==> config.mk <==
export PLATFORM = sky130hd
export DESIGN_NAME = modem_call_receiver_training_sequencer_core
export DESIGN_NICKNAME = d
export VERILOG_FILES = /design/src/rtl/mcrts_pkg.sv /design/src/rtl/mcrts_csr.sv /design/src/rtl/mcrts_step.sv /design/src/rtl/modem_call_receiver_training_sequencer_core.sv
export SDC_FILE = /design/constraint.sdc
export NUM_CORES = 1
export LEC_CHECK = 0
export BUFFER_PORTS_ARGS = -buffer_cell sky130_fd_sc_hd__buf_2
export CAP_MARGIN = 20
export CORE_UTILIZATION = 40
export CTS_CLUSTER_SIZE = 16
export DETAILED_ROUTE_END_ITERATION = 7
export SLEW_MARGIN = 20
export SYNTH_ARGS = -nofsm -noshare
export SYNTH_HDL_FRONTEND = slang
export SYNTH_SLANG_ARGS = --single-unit
==> constraint.sdc <==
create_clock -name clock -period 11.2 [get_ports clock]
set_input_delay 0.56 -clock clock [delete_from_list [all_inputs] [get_ports clock]]
set_output_delay 0.56 -clock clock [all_outputs]
set_load 0.05 [all_outputs]
==> src/rtl/mcrts_pkg.sv <==
// shared types, codes and helper functions for the caller receive training sequencer
// no dependencies; used by every module under rtl
`default_nettype none

package mcrts_pkg;

   localparam int CSR_DATA_WIDTH  = 16;
   localparam int CSR_INDEX_WIDTH = 2;

   // register indexes
   localparam logic [CSR_INDEX_WIDTH-1:0] CSR_TRAIN_LEN   = 2'd0;
   localparam logic [CSR_INDEX_WIDTH-1:0] CSR_RESYNC_LEN  = 2'd1;
   localparam logic [CSR_INDEX_WIDTH-1:0] CSR_B1_LEN      = 2'd2;
   localparam logic [CSR_INDEX_WIDTH-1:0] CSR_RATE_POLICY = 2'd3;

   localparam logic [15:0] TRAIN_LEN_RESET  = 16'd256;
   localparam logic [15:0] RESYNC_LEN_RESET = 16'd256;
   localparam logic [15:0] B1_LEN_RESET     = 16'd16;

   // rate policies
   localparam logic [1:0] POL_NEGOTIATED = 2'd0;
   localparam logic [1:0] POL_VOICE      = 2'd1;
   localparam logic [1:0] POL_FAX        = 2'd2;
   localparam logic [1:0] POL_FIXED      = 2'd3;

   // detector modes
   localparam logic [1:0] DET_OFF     = 2'd0;
   localparam logic [1:0] DET_ENERGY  = 2'd1;
   localparam logic [1:0] DET_CORR    = 2'd2;
   localparam logic [1:0] DET_SILENCE = 2'd3;

   // equalizer modes
   localparam logic [1:0] EQU_OFF         = 2'd0;
   localparam logic [1:0] EQU_INIT        = 2'd1;
   localparam logic [1:0] EQU_INIT_RESYNC = 2'd2;
   localparam logic [1:0] EQU_TRACK       = 2'd3;

   // rate detector modes
   localparam logic [1:0] RDET_OFF   = 2'd0;
   localparam logic [1:0] RDET_LOOKR = 2'd1;
   localparam logic [1:0] RDET_LOOKE = 2'd2;

   // symbol modes
   localparam logic [2:0] SYM_TRAIN  = 3'd0;
   localparam logic [2:0] SYM_QPSK   = 3'd1;
   localparam logic [2:0] SYM_QAM16  = 3'd2;
   localparam logic [2:0] SYM_QAM32  = 3'd3;
   localparam logic [2:0] SYM_QAM64  = 3'd4;
   localparam logic [2:0] SYM_QAM128 = 3'd5;

   // detected rate codes
   localparam logic [2:0] RCODE_QAM16  = 3'd0;
   localparam logic [2:0] RCODE_QAM32  = 3'd1;
   localparam logic [2:0] RCODE_QAM64  = 3'd2;
   localparam logic [2:0] RCODE_QAM128 = 3'd3;

   localparam logic [13:0] RATE_NONE  = 14'd0;
   localparam logic [13:0] RATE_7200  = 14'd7200;
   localparam logic [13:0] RATE_9600  = 14'd9600;
   localparam logic [13:0] RATE_12000 = 14'd12000;
   localparam logic [13:0] RATE_14400 = 14'd14400;

   // action strobes
   localparam logic [6:0] ACT_NONE       = 7'h00;
   localparam logic [6:0] ACT_SET_RATE   = 7'h01;
   localparam logic [6:0] ACT_TIMING_INIT = 7'h02;
   localparam logic [6:0] ACT_RATES_INIT = 7'h04;
   localparam logic [6:0] ACT_EQU_INIT   = 7'h08;
   localparam logic [6:0] ACT_DET_CLEAR  = 7'h10;
   localparam logic [6:0] ACT_RETRAIN    = 7'h20;
   localparam logic [6:0] ACT_DATA_START = 7'h40;

   // receive phases, one-hot
   typedef enum logic [17:0] {
      PH_ANSWER  = 18'd1,
      PH_AC1     = 18'd2,
      PH_CA      = 18'd4,
      PH_AC2     = 18'd8,
      PH_SILENCE = 18'd16,
      PH_S1      = 18'd32,
      PH_SBAR1   = 18'd64,
      PH_TRN1    = 18'd128,
      PH_R1      = 18'd256,
      PH_WAIT    = 18'd512,
      PH_S2      = 18'd1024,
      PH_SBAR2   = 18'd2048,
      PH_TRN2    = 18'd4096,
      PH_R3      = 18'd8192,
      PH_E       = 18'd16384,
      PH_B1      = 18'd32768,
      PH_START   = 18'd65536,
      PH_DATA    = 18'd131072
   } phase_type;

   typedef struct packed {
      logic       det_flag;
      logic       tx_handoff;
      logic       idle_seen;
      logic       retrain_req;
      logic       equ_init_incomplete;
      logic [2:0] detected_rate;
   } req_word_type;

   typedef struct packed {
      logic [4:0]  phase;
      logic        det_flag_out;
      logic [1:0]  detector_mode;
      logic        spectrum_select;
      logic        agc_enable;
      logic        timing_enable;
      logic [1:0]  equalizer_mode;
      logic [1:0]  rate_detector_mode;
      logic [2:0]  symbol_mode;
      logic [13:0] line_rate;
      logic        rate_found;
      logic [6:0]  actions;
   } rsp_word_type;

   typedef struct packed {
      logic [15:0] train_to_decision_len;
      logic [15:0] resync_len;
      logic [15:0] b1_len;
      logic [1:0]  rate_policy;
   } csr_type;

   typedef struct packed {
      phase_type   phase;
      logic [1:0]  detector_mode;
      logic        spectrum;
      logic        agc;
      logic        timing;
      logic [1:0]  equalizer;
      logic [1:0]  rate_det;
      logic [2:0]  symbol_mode;
      logic [13:0] line_rate;
      logic [2:0]  rate_code;
      logic        rate_found;
   } ctrl_state_type;

   typedef struct packed {
      logic [2:0]  symbol_mode;
      logic [13:0] line_rate;
   } rate_sel_type;

   localparam ctrl_state_type STATE_RESET = '{
      phase:         PH_ANSWER,
      detector_mode: DET_OFF,
      spectrum:      1'b0,
      agc:           1'b0,
      timing:        1'b0,
      equalizer:     EQU_OFF,
      rate_det:      RDET_OFF,
      symbol_mode:   SYM_TRAIN,
      line_rate:     RATE_NONE,
      rate_code:     RCODE_QAM16,
      rate_found:    1'b0
   };

   function automatic rate_sel_type choose_rate(input logic [1:0] policy,
                                                input logic [2:0] code);
      rate_sel_type sel;
      sel = '{symbol_mode: SYM_TRAIN, line_rate: RATE_NONE};
      case (policy)
         POL_NEGOTIATED: begin
            case (code)
               RCODE_QAM16:  sel = '{symbol_mode: SYM_QAM16,  line_rate: RATE_7200};
               RCODE_QAM32:  sel = '{symbol_mode: SYM_QAM32,  line_rate: RATE_9600};
               RCODE_QAM64:  sel = '{symbol_mode: SYM_QAM64,  line_rate: RATE_12000};
               RCODE_QAM128: sel = '{symbol_mode: SYM_QAM128, line_rate: RATE_14400};
               default:      sel = '{symbol_mode: SYM_TRAIN,  line_rate: RATE_NONE};
            endcase
         end
         POL_VOICE: sel = '{symbol_mode: SYM_QAM32, line_rate: RATE_9600};
         POL_FAX: begin
            if (code == RCODE_QAM128) begin
               sel = '{symbol_mode: SYM_QAM128, line_rate: RATE_14400};
            end else begin
               sel = '{symbol_mode: SYM_QAM32, line_rate: RATE_9600};
            end
         end
         default: sel = '{symbol_mode: SYM_QAM64, line_rate: RATE_12000};
      endcase
      return sel;
   endfunction

   function automatic logic [4:0] phase_code(input phase_type p);
      logic [4:0] code;
      unique case (p)
         PH_ANSWER:  code = 5'd0;
         PH_AC1:     code = 5'd1;
         PH_CA:      code = 5'd2;
         PH_AC2:     code = 5'd3;
         PH_SILENCE: code = 5'd4;
         PH_S1:      code = 5'd5;
         PH_SBAR1:   code = 5'd6;
         PH_TRN1:    code = 5'd7;
         PH_R1:      code = 5'd8;
         PH_WAIT:    code = 5'd9;
         PH_S2:      code = 5'd10;
         PH_SBAR2:   code = 5'd11;
         PH_TRN2:    code = 5'd12;
         PH_R3:      code = 5'd13;
         PH_E:       code = 5'd14;
         PH_B1:      code = 5'd15;
         PH_START:   code = 5'd16;
         PH_DATA:    code = 5'd17;
         default:    code = 5'd0;
      endcase
      return code;
   endfunction

endpackage

`default_nettype wire

==> src/rtl/mcrts_csr.sv <==
// configuration registers: training, resync and B1 lengths and rate policy
// depends on mcrts_pkg
`default_nettype none

module mcrts_csr (
   input  wire logic                                  clock,
   input  wire logic                                  reset,
   input  wire logic                                  csr_wr_en,
   input  wire logic [mcrts_pkg::CSR_INDEX_WIDTH-1:0] csr_index,
   input  wire logic [mcrts_pkg::CSR_DATA_WIDTH-1:0]  csr_wdata,
   output mcrts_pkg::csr_type                         csr
);

   mcrts_pkg::csr_type csr_ff;
   mcrts_pkg::csr_type csr_in;

   always_comb begin
      csr_in = csr_ff;
      if (csr_wr_en) begin
         unique case (csr_index)
            mcrts_pkg::CSR_TRAIN_LEN:   csr_in.train_to_decision_len = csr_wdata;
            mcrts_pkg::CSR_RESYNC_LEN:  csr_in.resync_len = csr_wdata;
            mcrts_pkg::CSR_B1_LEN:      csr_in.b1_len = csr_wdata;
            mcrts_pkg::CSR_RATE_POLICY: csr_in.rate_policy = csr_wdata[1:0];
            default:                    csr_in = csr_ff;
         endcase
      end
   end

   always_ff @(posedge clock) begin
      if (reset) begin
         csr_ff.train_to_decision_len <= mcrts_pkg::TRAIN_LEN_RESET;
         csr_ff.resync_len            <= mcrts_pkg::RESYNC_LEN_RESET;
         csr_ff.b1_len                <= mcrts_pkg::B1_LEN_RESET;
         csr_ff.rate_policy           <= mcrts_pkg::POL_NEGOTIATED;
      end else begin
         csr_ff <= csr_in;
      end
   end

   assign csr = csr_ff;

endmodule

`default_nettype wire

==> src/rtl/mcrts_step.sv <==
// next-state and result logic for one word: phase transitions, counter, rate choice
// depends on mcrts_pkg
`default_nettype none

module mcrts_step #(
   parameter int COUNT_WIDTH = 16
) (
   input  wire mcrts_pkg::ctrl_state_type cur,
   input  wire logic [COUNT_WIDTH-1:0]    count_cur,
   input  wire mcrts_pkg::req_word_type   word,
   input  wire mcrts_pkg::csr_type        csr,
   output mcrts_pkg::ctrl_state_type      nxt,
   output logic [COUNT_WIDTH-1:0]         count_nxt,
   output mcrts_pkg::rsp_word_type        result
);

   logic [31:0]            train_ext;
   logic [31:0]            resync_ext;
   logic [31:0]            b1_ext;
   logic [COUNT_WIDTH-1:0] train_len;
   logic [COUNT_WIDTH-1:0] resync_len;
   logic [COUNT_WIDTH-1:0] b1_len;
   logic [COUNT_WIDTH-1:0] count_inc;
   logic                   det_out;
   logic [6:0]             act;
   mcrts_pkg::rate_sel_type rate_sel;

   // lengths cut or zero-extended to the counter width
   assign train_ext  = {16'd0, csr.train_to_decision_len};
   assign resync_ext = {16'd0, csr.resync_len};
   assign b1_ext     = {16'd0, csr.b1_len};
   assign train_len  = train_ext[COUNT_WIDTH-1:0];
   assign resync_len = resync_ext[COUNT_WIDTH-1:0];
   assign b1_len     = b1_ext[COUNT_WIDTH-1:0];
   assign count_inc  = count_cur + COUNT_WIDTH'(1);
   assign rate_sel   = mcrts_pkg::choose_rate(csr.rate_policy, cur.rate_code);

   always_comb begin
      nxt       = cur;
      count_nxt = count_cur;
      det_out   = word.det_flag;
      act       = mcrts_pkg::ACT_NONE;
      unique case (cur.phase)
         mcrts_pkg::PH_ANSWER: begin
            if (word.det_flag) begin
               nxt.phase         = mcrts_pkg::PH_AC1;
               nxt.detector_mode = mcrts_pkg::DET_ENERGY;
               nxt.spectrum      = 1'b0;
            end
         end
         mcrts_pkg::PH_AC1: begin
            if (word.det_flag) begin
               nxt.phase         = mcrts_pkg::PH_CA;
               nxt.detector_mode = mcrts_pkg::DET_CORR;
               det_out           = 1'b0;
            end
         end
         mcrts_pkg::PH_CA: begin
            if (word.det_flag) begin
               nxt.phase = mcrts_pkg::PH_AC2;
            end
         end
         mcrts_pkg::PH_AC2: begin
            if (word.det_flag) begin
               nxt.phase         = mcrts_pkg::PH_SILENCE;
               nxt.detector_mode = mcrts_pkg::DET_SILENCE;
            end
         end
         mcrts_pkg::PH_SILENCE: begin
            if (word.det_flag) begin
               nxt.phase         = mcrts_pkg::PH_S1;
               nxt.detector_mode = mcrts_pkg::DET_ENERGY;
               nxt.spectrum      = 1'b1;
               det_out           = 1'b0;
            end
         end
         mcrts_pkg::PH_S1: begin
            if (word.det_flag) begin
               nxt.phase         = mcrts_pkg::PH_SBAR1;
               nxt.detector_mode = mcrts_pkg::DET_CORR;
               nxt.agc           = 1'b1;
               det_out           = 1'b0;
               count_nxt         = '0;
            end
         end
         mcrts_pkg::PH_SBAR1: begin
            count_nxt = count_inc;
            if (count_inc == COUNT_WIDTH'(2)) begin
               nxt.timing = 1'b1;
            end
            if (word.det_flag) begin
               nxt.phase         = mcrts_pkg::PH_TRN1;
               nxt.detector_mode = mcrts_pkg::DET_OFF;
               nxt.equalizer     = word.equ_init_incomplete ? mcrts_pkg::EQU_OFF
                                                            : mcrts_pkg::EQU_INIT;
               count_nxt         = '0;
               nxt.symbol_mode   = mcrts_pkg::SYM_TRAIN;
               act               = mcrts_pkg::ACT_SET_RATE | mcrts_pkg::ACT_EQU_INIT;
               det_out           = 1'b0;
            end
         end
         mcrts_pkg::PH_TRN1: begin
            if (cur.equalizer == mcrts_pkg::EQU_OFF) begin
               nxt.equalizer = mcrts_pkg::EQU_INIT;
            end
            count_nxt = count_inc;
            if (count_cur == train_len) begin
               nxt.symbol_mode = mcrts_pkg::SYM_QPSK;
               act             = mcrts_pkg::ACT_SET_RATE;
               nxt.phase       = mcrts_pkg::PH_R1;
               nxt.rate_det    = mcrts_pkg::RDET_LOOKR;
            end
         end
         mcrts_pkg::PH_R1: begin
            if (word.det_flag) begin
               nxt.phase     = mcrts_pkg::PH_WAIT;
               nxt.equalizer = mcrts_pkg::EQU_OFF;
               nxt.timing    = 1'b0;
               nxt.rate_det  = mcrts_pkg::RDET_OFF;
            end
         end
         mcrts_pkg::PH_WAIT: begin
            if (word.tx_handoff) begin
               nxt.phase         = mcrts_pkg::PH_S2;
               nxt.detector_mode = mcrts_pkg::DET_ENERGY;
            end
         end
         mcrts_pkg::PH_S2: begin
            if (word.det_flag) begin
               nxt.phase         = mcrts_pkg::PH_SBAR2;
               nxt.detector_mode = mcrts_pkg::DET_CORR;
               det_out           = 1'b0;
               nxt.timing        = 1'b1;
               act               = mcrts_pkg::ACT_TIMING_INIT;
            end
         end
         mcrts_pkg::PH_SBAR2: begin
            if (word.det_flag) begin
               nxt.phase         = mcrts_pkg::PH_TRN2;
               nxt.detector_mode = mcrts_pkg::DET_OFF;
               nxt.equalizer     = word.equ_init_incomplete ? mcrts_pkg::EQU_OFF
                                                            : mcrts_pkg::EQU_INIT_RESYNC;
               act               = mcrts_pkg::ACT_EQU_INIT;
               count_nxt         = '0;
               det_out           = 1'b0;
            end
         end
         mcrts_pkg::PH_TRN2: begin
            count_nxt = count_inc;
            if (cur.equalizer == mcrts_pkg::EQU_OFF) begin
               nxt.equalizer = mcrts_pkg::EQU_INIT_RESYNC;
            end
            if (count_inc == resync_len) begin
               nxt.phase      = mcrts_pkg::PH_R3;
               nxt.rate_found = 1'b0;
               nxt.equalizer  = mcrts_pkg::EQU_TRACK;
               act            = mcrts_pkg::ACT_EQU_INIT | mcrts_pkg::ACT_RATES_INIT;
               nxt.rate_det   = mcrts_pkg::RDET_LOOKR;
            end
         end
         mcrts_pkg::PH_R3: begin
            if (word.det_flag) begin
               nxt.phase      = mcrts_pkg::PH_E;
               nxt.rate_det   = mcrts_pkg::RDET_LOOKE;
               nxt.rate_code  = word.detected_rate;
               nxt.rate_found = 1'b1;
            end
         end
         mcrts_pkg::PH_E: begin
            if (word.det_flag) begin
               nxt.phase       = mcrts_pkg::PH_B1;
               nxt.rate_det    = mcrts_pkg::RDET_OFF;
               count_nxt       = '0;
               nxt.symbol_mode = rate_sel.symbol_mode;
               nxt.line_rate   = rate_sel.line_rate;
               act             = mcrts_pkg::ACT_SET_RATE;
            end
         end
         mcrts_pkg::PH_B1: begin
            count_nxt = count_inc;
            if (count_inc == b1_len) begin
               act       = mcrts_pkg::ACT_DATA_START;
               nxt.phase = mcrts_pkg::PH_START;
            end
         end
         mcrts_pkg::PH_START: begin
            if (word.idle_seen) begin
               nxt.phase         = mcrts_pkg::PH_DATA;
               nxt.detector_mode = mcrts_pkg::DET_ENERGY;
               nxt.spectrum      = 1'b0;
               act               = mcrts_pkg::ACT_DET_CLEAR;
            end
         end
         mcrts_pkg::PH_DATA: begin
            if (word.retrain_req) begin
               nxt               = mcrts_pkg::STATE_RESET;
               count_nxt         = '0;
               nxt.phase         = mcrts_pkg::PH_AC1;
               nxt.detector_mode = mcrts_pkg::DET_ENERGY;
               nxt.spectrum      = 1'b0;
               act               = mcrts_pkg::ACT_RETRAIN;
            end
         end
         default: begin
            nxt       = cur;
            count_nxt = count_cur;
         end
      endcase
   end

   always_comb begin
      result.phase              = mcrts_pkg::phase_code(nxt.phase);
      result.det_flag_out       = det_out;
      result.detector_mode      = nxt.detector_mode;
      result.spectrum_select    = nxt.spectrum;
      result.agc_enable         = nxt.agc;
      result.timing_enable      = nxt.timing;
      result.equalizer_mode     = nxt.equalizer;
      result.rate_detector_mode = nxt.rate_det;
      result.symbol_mode        = nxt.symbol_mode;
      result.line_rate          = nxt.line_rate;
      result.rate_found         = nxt.rate_found;
      result.actions            = act;
   end

endmodule

`default_nettype wire

==> src/rtl/modem_call_receiver_training_sequencer_core.sv <==
// caller receive training sequencer for a V.32bis-style handshake.
// one req word per symbol block carries detector, handoff, idle, retrain and
// equalizer-init flags plus the detected rate code; one rsp word comes back
// per req word with phase, detector/equalizer/rate-detector modes, agc and
// timing enables, symbol mode, line rate, rate-found flag and action strobes.
// latency: the rsp word is valid the cycle after its req word is taken.
// throughput: one word per cycle while rsp_ready is high; the next-state
// logic is a single pass between the state registers and the rsp output register.
// req_ready is high whenever the output register is empty or being drained,
// so a stalled receiver (rsp_ready low) holds rsp_word and stops intake only
// while the output register is full.
// csr port: write enable, index and 16-bit data, written any cycle without
// wait; registers keep their value across retrain.
// reset (synchronous, active high) puts the sequencer in the answer tone
// phase with all controls off, restores csr defaults and empties the output.
// depends on mcrts_pkg, mcrts_csr and mcrts_step
`default_nettype none

module modem_call_receiver_training_sequencer_core #(
   parameter int COUNT_WIDTH = 16
) (
   input  wire logic                                  clock,
   input  wire logic                                  reset,
   input  wire logic                                  req_valid,
   output logic                                       req_ready,
   input  wire mcrts_pkg::req_word_type               req_word,
   output logic                                       rsp_valid,
   input  wire logic                                  rsp_ready,
   output mcrts_pkg::rsp_word_type                    rsp_word,
   input  wire logic                                  csr_wr_en,
   input  wire logic [mcrts_pkg::CSR_INDEX_WIDTH-1:0] csr_index,
   input  wire logic [mcrts_pkg::CSR_DATA_WIDTH-1:0]  csr_wdata
);

   mcrts_pkg::csr_type        csr;
   mcrts_pkg::ctrl_state_type state_ff;
   mcrts_pkg::ctrl_state_type state_in;
   logic [COUNT_WIDTH-1:0]    count_ff;
   logic [COUNT_WIDTH-1:0]    count_in;
   mcrts_pkg::rsp_word_type   rsp_ff;
   mcrts_pkg::rsp_word_type   rsp_in;
   logic                      rsp_valid_ff;
   logic                      rsp_valid_in;
   logic                      accept;

   mcrts_csr u_csr (
      .clock     (clock),
      .reset     (reset),
      .csr_wr_en (csr_wr_en),
      .csr_index (csr_index),
      .csr_wdata (csr_wdata),
      .csr       (csr)
   );

   mcrts_step #(
      .COUNT_WIDTH (COUNT_WIDTH)
   ) u_step (
      .cur       (state_ff),
      .count_cur (count_ff),
      .word      (req_word),
      .csr       (csr),
      .nxt       (state_in),
      .count_nxt (count_in),
      .result    (rsp_in)
   );

   assign req_ready    = !rsp_valid_ff || rsp_ready;
   assign accept       = req_valid && req_ready;
   assign rsp_valid_in = accept || (rsp_valid_ff && !rsp_ready);

   always_ff @(posedge clock) begin
      if (reset) begin
         state_ff     <= mcrts_pkg::STATE_RESET;
         count_ff     <= '0;
         rsp_valid_ff <= 1'b0;
      end else begin
         rsp_valid_ff <= rsp_valid_in;
         if (accept) begin
            state_ff <= state_in;
            count_ff <= count_in;
         end
      end
   end

   always_ff @(posedge clock) begin
      if (accept) begin
         rsp_ff <= rsp_in;
      end
   end

   assign rsp_valid = rsp_valid_ff;
   assign rsp_word  = rsp_ff;

   a_accept_gives_rsp: assert property (@(posedge clock) disable iff (reset)
      accept |=> rsp_valid)
      else $error("accepted word produced no response");

   a_ready_when_empty: assert property (@(posedge clock) disable iff (reset)
      !rsp_valid_ff |-> req_ready)
      else $error("intake stalled with empty output register");

   a_rate_found_phase: assert property (@(posedge clock) disable iff (reset)
      state_ff.rate_found |-> (state_ff.phase == mcrts_pkg::PH_E
         || state_ff.phase == mcrts_pkg::PH_B1 || state_ff.phase == mcrts_pkg::PH_START
         || state_ff.phase == mcrts_pkg::PH_DATA))
      else $error("rate found outside rate or data phases");

   a_line_rate_phase: assert property (@(posedge clock) disable iff (reset)
      (state_ff.line_rate != mcrts_pkg::RATE_NONE) |-> (state_ff.phase == mcrts_pkg::PH_B1
         || state_ff.phase == mcrts_pkg::PH_START || state_ff.phase == mcrts_pkg::PH_DATA))
      else $error("line rate set before B1");

endmodule

`default_nettype wire
# Yosys cells after proc, flatten, opt, wreduce, memory -nomap -nowiden
# Index checks and enable logic that the tools add are counted.
# op_classes
n_addsub	1
eq_ne	50
muxes	64
reduce_logical	21
# ops
op	count
18-bit case mux with 18 select lines	1
20-bit two-way mux	7
18-bit two-way mux	7
5-bit case mux with 17 select lines	1
17-bit case mux with 4 select lines	1
16-bit case mux with 4 select lines	1
21-bit two-way mux	3
7-bit case mux with 9 select lines	1
17-bit case mux with 3 select lines	1
16-bit == test	3
16-bit two-way mux	3
48-bit two-way mux	1
18-bit by 10-bit == test with 1-bit output (second input constant)	2
18-bit by 11-bit == test with 1-bit output (second input constant)	2
18-bit by 12-bit == test with 1-bit output (second input constant)	2
18-bit by 13-bit == test with 1-bit output (second input constant)	2
18-bit by 14-bit == test with 1-bit output (second input constant)	2
18-bit by 15-bit == test with 1-bit output (second input constant)	2
18-bit by 16-bit == test with 1-bit output (second input constant)	2
18-bit by 17-bit == test with 1-bit output (second input constant)	2
18-bit == test (second input constant)	2
18-bit by 2-bit == test with 1-bit output (second input constant)	2
18-bit by 3-bit == test with 1-bit output (second input constant)	2
18-bit by 4-bit == test with 1-bit output (second input constant)	2
42 further kinds	82
# word_totals
ff_bits	155
output_inout_bits	42

# Logic depth before layout (Yosys ltp)
# depth
depth_word	6
mapped_depth	16

# By module
# A second synthesis with hierarchy kept.
# unflattened
cells_unflattened	1272
hier_area_um2	10887.9
# by_module_without_submodules
module	instances	cells_per_inst	area_each_um2	seq_area_each_um2
mcrts_step	1	749	4843.4	0.0
modem_call_receiver_training_sequencer_core	1	336	4015.1	2502.4
mcrts_csr	1	187	2029.4	1001.0

# Least setup slack after synthesis
# Ideal clock, no wire load.
# synth_path
path_type	reg2reg
startpoint	register count_ff[0]
endpoint	register rsp_ff, in the netlist rsp_word[39], data pin
setup_time_ps	170
arrival_ps	3385
slack_ps	7645
stages_incl_launch_ff	17
n_path_buf	4
period_less_slack_ps	3555
path_cell_list	dfxtp_1 > buf_2 > and4_1 > buf_2 > and2_1 > clkbuf_1 > xor3_1 > a2111oi_2 > a41o_1 > o2111a_2 > nor2b_1 > buf_4 > o2bb2ai_1 > nand3_2 > nor4b_4 > inv_2 > nor4_2
# synth_rtl
element	line_no	text
from (decl)	modem_call_receiver_training_sequencer_core.sv:38	logic [COUNT_WIDTH-1:0] count_ff;
from (signal assigned)	modem_call_receiver_training_sequencer_core.sv:80	count_ff <= count_in;
to (signal assigned)	modem_call_receiver_training_sequencer_core.sv:87	rsp_ff <= rsp_in;
to (decl)	modem_call_receiver_training_sequencer_core.sv:40	mcrts_pkg::rsp_word_type rsp_ff;

==> flow_summary.rst <==
.. list-table::
   :header-rows: 1

   * - Metric
     - Value
   * - Outcome
     - completed
   * - Endpoint class of the critical path
     - flop
   * - Die area
     - 23870 um2
   * - Commonest non-fill, non-tap cell in the layout
     - sky130_fd_sc_hd__nand2_1
   * - Remaining max-slew budget at the tightest pin
     - 41.75%
   * - Initial Utilization
     - 40.96%
   * - Average detailed-routed wire length per instance
     - 18.56 um
   * - Cell at the root of the clock tree
     - sky130_fd_sc_hd__clkbuf_16
   * - Total I/O pin count
     - 73
   * - Number of buffers inserted by hold repair at cts
     - 0
   * - Footprint of the multi-input gates
     - 5346 um2
   * - Leakage power
     - 3.878 nW
   * - Number of synthesized register bits
     - 155
   * - Share of the synthesized area in compound gates (AO/OA/AOI/OAI)
     - 18.60%
   * - Unique masters post-synth
     - 95
   * - Cell type contributing the most total cell area after synthesis
     - sky130_fd_sc_hd__dfxtp_1
   * - EDFF count, synth
     - 40
   * - Final weighted congestion in routability-driven placement
     - 0.9758
   * - Top-area cell type share of the netlist area
     - 24.75%
   * - Area of the core region
     - 22710 um2
   * - Worst IR drop on VDD
     - 0.00008800 V
   * - Via/cell ratio
     - 5.755
   * - Number of iterations in the first detailed-routing pass
     - 7
   * - Cell count after synthesis
     - 1169
   * - Path category of the worst min-delay check
     - primary input to flop
   * - Number of max-slew violations in the final report
     - 0
   * - Worst-path clk slew
     - 70 ps
   * - Share of synthesized cell area in and, or, nand and nor gates
     - 30.11%
   * - Iteration-0 DRC Markers
     - 688
   * - # port buffers
     - 72
   * - Post-CTS Setup Inserts
     - 0
   * - Fill count
     - 2288
   * - Number of buffers added by the clock tree synthesis step
     - 17
   * - Fin Setup TNS
     - 0 ps
   * - Fraction of synthesized area in multiplexers
     - 1.224%
   * - Highest Clock Rate
     - 195.9 MHz
   * - Depth of the most critical reg-to-reg path
     - 13
   * - Ratio of cells with drive above 1 in the final layout
     - 13.02%
   * - Row Count
     - 55
   * - Timing endpoint of the critical path
     - rsp_word[39]$_DFFE_PP_
   * - Fraction of the cycle the final worst path needs
     - 45.58%
   * - Die width
     - 154.5 um
   * - Final number of hold-violating endpoints
     - 0
   * - Sink Count
     - 155
   * - Crit-path max FO
     - 12
   * - Asr flop ratio synth
     - 0%
   * - Worst setup SP type
     - flop
   * - Clk_skew
     - 14.98 ps
   * - Setup repair after global routing missed its margin
     - false
   * - Seq/Total Area, Yosys
     - 37.66%
   * - Setup violations, final
     - 0
   * - Layout overhead on the synthesized area
     - 10.92%
   * - Pin count of the biggest net entering global routing
     - 99
   * - Total via count in the routed design
     - 8534
   * - Aggregate routed wire length
     - 27520 um
   * - Dominant combinational cell family by area after synthesis
     - simple AND/OR/NAND/NOR gates
   * - Power density cells
     - 136.8 nW/um2
   * - Worst hold slack
     - 355.5 ps
   * - Source-to-sink clock delay at the later pin of the worst-skew pair
     - 440 ps
   * - Minimum setup slack among reg-to-reg paths
     - 6100 ps
   * - GRT overflow
     - 0
   * - Detailed placement HPWL
     - 19870 um
   * - WS Path Type
     - flop to flop
   * - Clk buf depth
     - 2
   * - Antenna cell count
     - 0
   * - Transition time of the tightest slew-check pin
     - 871.8 ps
   * - FF-to-FF End
     - rsp_word[39]$_DFFE_PP_
   * - Post-synthesis instance area
     - 9303 um2
   * - Synth Net Count
     - 1206
   * - Max Cap Viol
     - 0
   * - Commonest non-fill, non-tap cells in the layout
     - 189 x sky130_fd_sc_hd__nand2_1, 125 x sky130_fd_sc_hd__nor2_1, 125 x sky130_fd_sc_hd__a21oi_1, 115 x sky130_fd_sc_hd__dfxtp_1, 71 x sky130_fd_sc_hd__buf_2
   * - Net count reported at finish
     - 1222
   * - Vias in the first global route
     - 7826
   * - Critical Path RT
     - 11470 ps
   * - Area share of fa/ha/maj cells after synthesis
     - 0.8070%
   * - Primary flip-flop cell chosen by synthesis mapping
     - sky130_fd_sc_hd__dfxtp_1
   * - Synthesis Warnings
     - 0
   * - Antenna Violating Nets Remaining
     - 0
   * - Time the worst path needs with I/O delays and setup
     - 5105 ps
   * - Share of the synthesized netlist area taken by xor and xnor gates
     - 6.725%
   * - Footprint of the flip-flops and latches
     - 3503 um2
   * - Startpoint of the most critical setup path
     - count_ff[0]$_SDFFE_PP0P_
   * - H-tree levels
     - 4
   * - Global-route wire length before repair
     - 43820 um
   * - All-Layer GR Usage
     - 23.57%
   * - TritonCTS clock tree
     - yes
   * - Launch instance of the worst register-to-register path
     - count_ff[0]$_SDFFE_PP0P_
   * - Largest cells by area after synthesis
     - sky130_fd_sc_hd__dfxtp_1 25%, sky130_fd_sc_hd__edfxtp_1 13%, sky130_fd_sc_hd__nand2_1 7.6%
   * - DRC errors left
     - 0
   * - Antenna violations before repair
     - 0
   * - Height of the die
     - 154.5 um
   * - Synthesized area per cell
     - 7.958 um2
   * - Count of instances resized after the clock tree is built
     - 0
   * - Arr. time, crit path
     - 5370 ps
[worst min path at each step]
stage / cells past startpoint / from / slack [ps] / endpoint
floorplan: 2 / state_ff[25]$_SDFFE_PP0P_ / 430 / state_ff[25]$_SDFFE_PP0P_
global placement: 2 / state_ff[25]$_SDFFE_PP0P_ / 440 / state_ff[25]$_SDFFE_PP0P_
detailed placement: 2 / state_ff[16]$_SDFFE_PP0P_ / 450 / state_ff[16]$_SDFFE_PP0P_
CTS: 3 / req_valid / 350 / rsp_valid$_SDFF_PP0_
global route: 3 / req_valid / 370 / rsp_valid$_SDFF_PP0_
finish: 3 / req_valid / 360 / rsp_valid$_SDFF_PP0_
[report_power, final]
group	internal [W]	switching, W	total (W)	leakage (nW)
Clock	0.000309	0.000268	0.000577	0.285
Sequential	0.000596	0.0000203	0.000616	1.34
Combinational	0.0000722	0.000146	0.000219	2.26
[final cells by class]
class                   count  share of cell area [%]
multi-input cells         905                   51.81
well taps                 285                   3.456
inverters                  27                  0.9822
clock buffers              20                   4.438
clock inverters            12                   1.140
repair buffers             79                   4.220
flip-flops and latches    155                   33.95
[routing by layer]
metal / global-route usage [%] / wire length [um] / vias up
li1: - / - / 4178
met3: 4.483 / 1670 / 46
met5: 0 / 0 / -
met1: 30.88 / 12280 / 3983
met2: 38.96 / 12820 / 327
met4: 7.732 / 760 / 0
[critical path: stages (launching register included)]
cell and delay [ps]:
sky130_fd_sc_hd__dfxtp_1 560, sky130_fd_sc_hd__ha_1 390, sky130_fd_sc_hd__nand3_1 450, sky130_fd_sc_hd__nor3_2 590, sky130_fd_sc_hd__xnor3_1 240, sky130_fd_sc_hd__o221ai_1 140
sky130_fd_sc_hd__nor4_1 470, sky130_fd_sc_hd__o2111a_2 320, sky130_fd_sc_hd__nor2b_1 590, sky130_fd_sc_hd__o2bb2ai_1 370, sky130_fd_sc_hd__nand3_2 230, sky130_fd_sc_hd__nor4b_4 320
sky130_fd_sc_hd__inv_2 70, sky130_fd_sc_hd__nor4_2 200
[logic make-up (layout without fill, tap and decap cells)]
family	count (synthesis)	count (layout)
and+or+nand+nor	546	546
muxes	11	11
xor gates and xnor gates	65	65
adders and majority gates	6	6
buffers and inverters	109	138
DFF	155	155
AOI/OAI and AO/OA	277	277
[Yosys cell counts, types with 4 or more instances]
cell type,n
sky130_fd_sc_hd__o21ai_0,44
sky130_fd_sc_hd__a21oi_1,125
sky130_fd_sc_hd__nor2_1,125
sky130_fd_sc_hd__xnor2_1,42
sky130_fd_sc_hd__nand2b_1,11
sky130_fd_sc_hd__clkbuf_1,58
sky130_fd_sc_hd__nor4_2,4
sky130_fd_sc_hd__edfxtp_1,40
sky130_fd_sc_hd__a21o_1,9
sky130_fd_sc_hd__o211ai_1,5
sky130_fd_sc_hd__or4_1,5
sky130_fd_sc_hd__or3b_2,4
sky130_fd_sc_hd__o22ai_1,8
sky130_fd_sc_hd__nor3b_1,9
sky130_fd_sc_hd__nor4_4,4
sky130_fd_sc_hd__buf_1,5
sky130_fd_sc_hd__or3_1,10
sky130_fd_sc_hd__nand3_1,34
sky130_fd_sc_hd__dfxtp_1,115
sky130_fd_sc_hd__nand4_1,21
sky130_fd_sc_hd__xor2_1,19
sky130_fd_sc_hd__or2_2,6
sky130_fd_sc_hd__o31ai_1,4
sky130_fd_sc_hd__a22oi_1,5
sky130_fd_sc_hd__mux2i_1,8
sky130_fd_sc_hd__a31oi_1,6
sky130_fd_sc_hd__o21a_1,6
sky130_fd_sc_hd__nand2_1,189
sky130_fd_sc_hd__nand3b_1,8
sky130_fd_sc_hd__and2_1,7
sky130_fd_sc_hd__nor4_1,14
sky130_fd_sc_hd__inv_1,25
sky130_fd_sc_hd__ha_1,6
sky130_fd_sc_hd__a211oi_1,13
sky130_fd_sc_hd__and3_1,16
sky130_fd_sc_hd__nor3_1,37
sky130_fd_sc_hd__nor2b_1,16
sky130_fd_sc_hd__and4_1,4
sky130_fd_sc_hd__buf_2,14
[sequential cells by signal, indices dropped and copies added, names as in the netlist]
signal	cells
count_ff	16
u_csr.csr	50
state_ff	48
rsp_word	40
rsp_valid	1
[per-stage QoR]
step	cells	total power, W	utilization, %	instance area, um2	setup slack [ps]
after floorplan	1169	0.0007896	-	9303	7645
after global placement	1450	0.0008424	42.78	9716	6310
after detailed placement	1450	0.0008437	42.78	9716	6218
after CTS	1482	0.001419	45.32	10290	6163
after global routing	1483	0.001469	45.44	10320	5637
final	1483	0.001411	45.44	10320	6095
(Power assumes the default switching activity.)
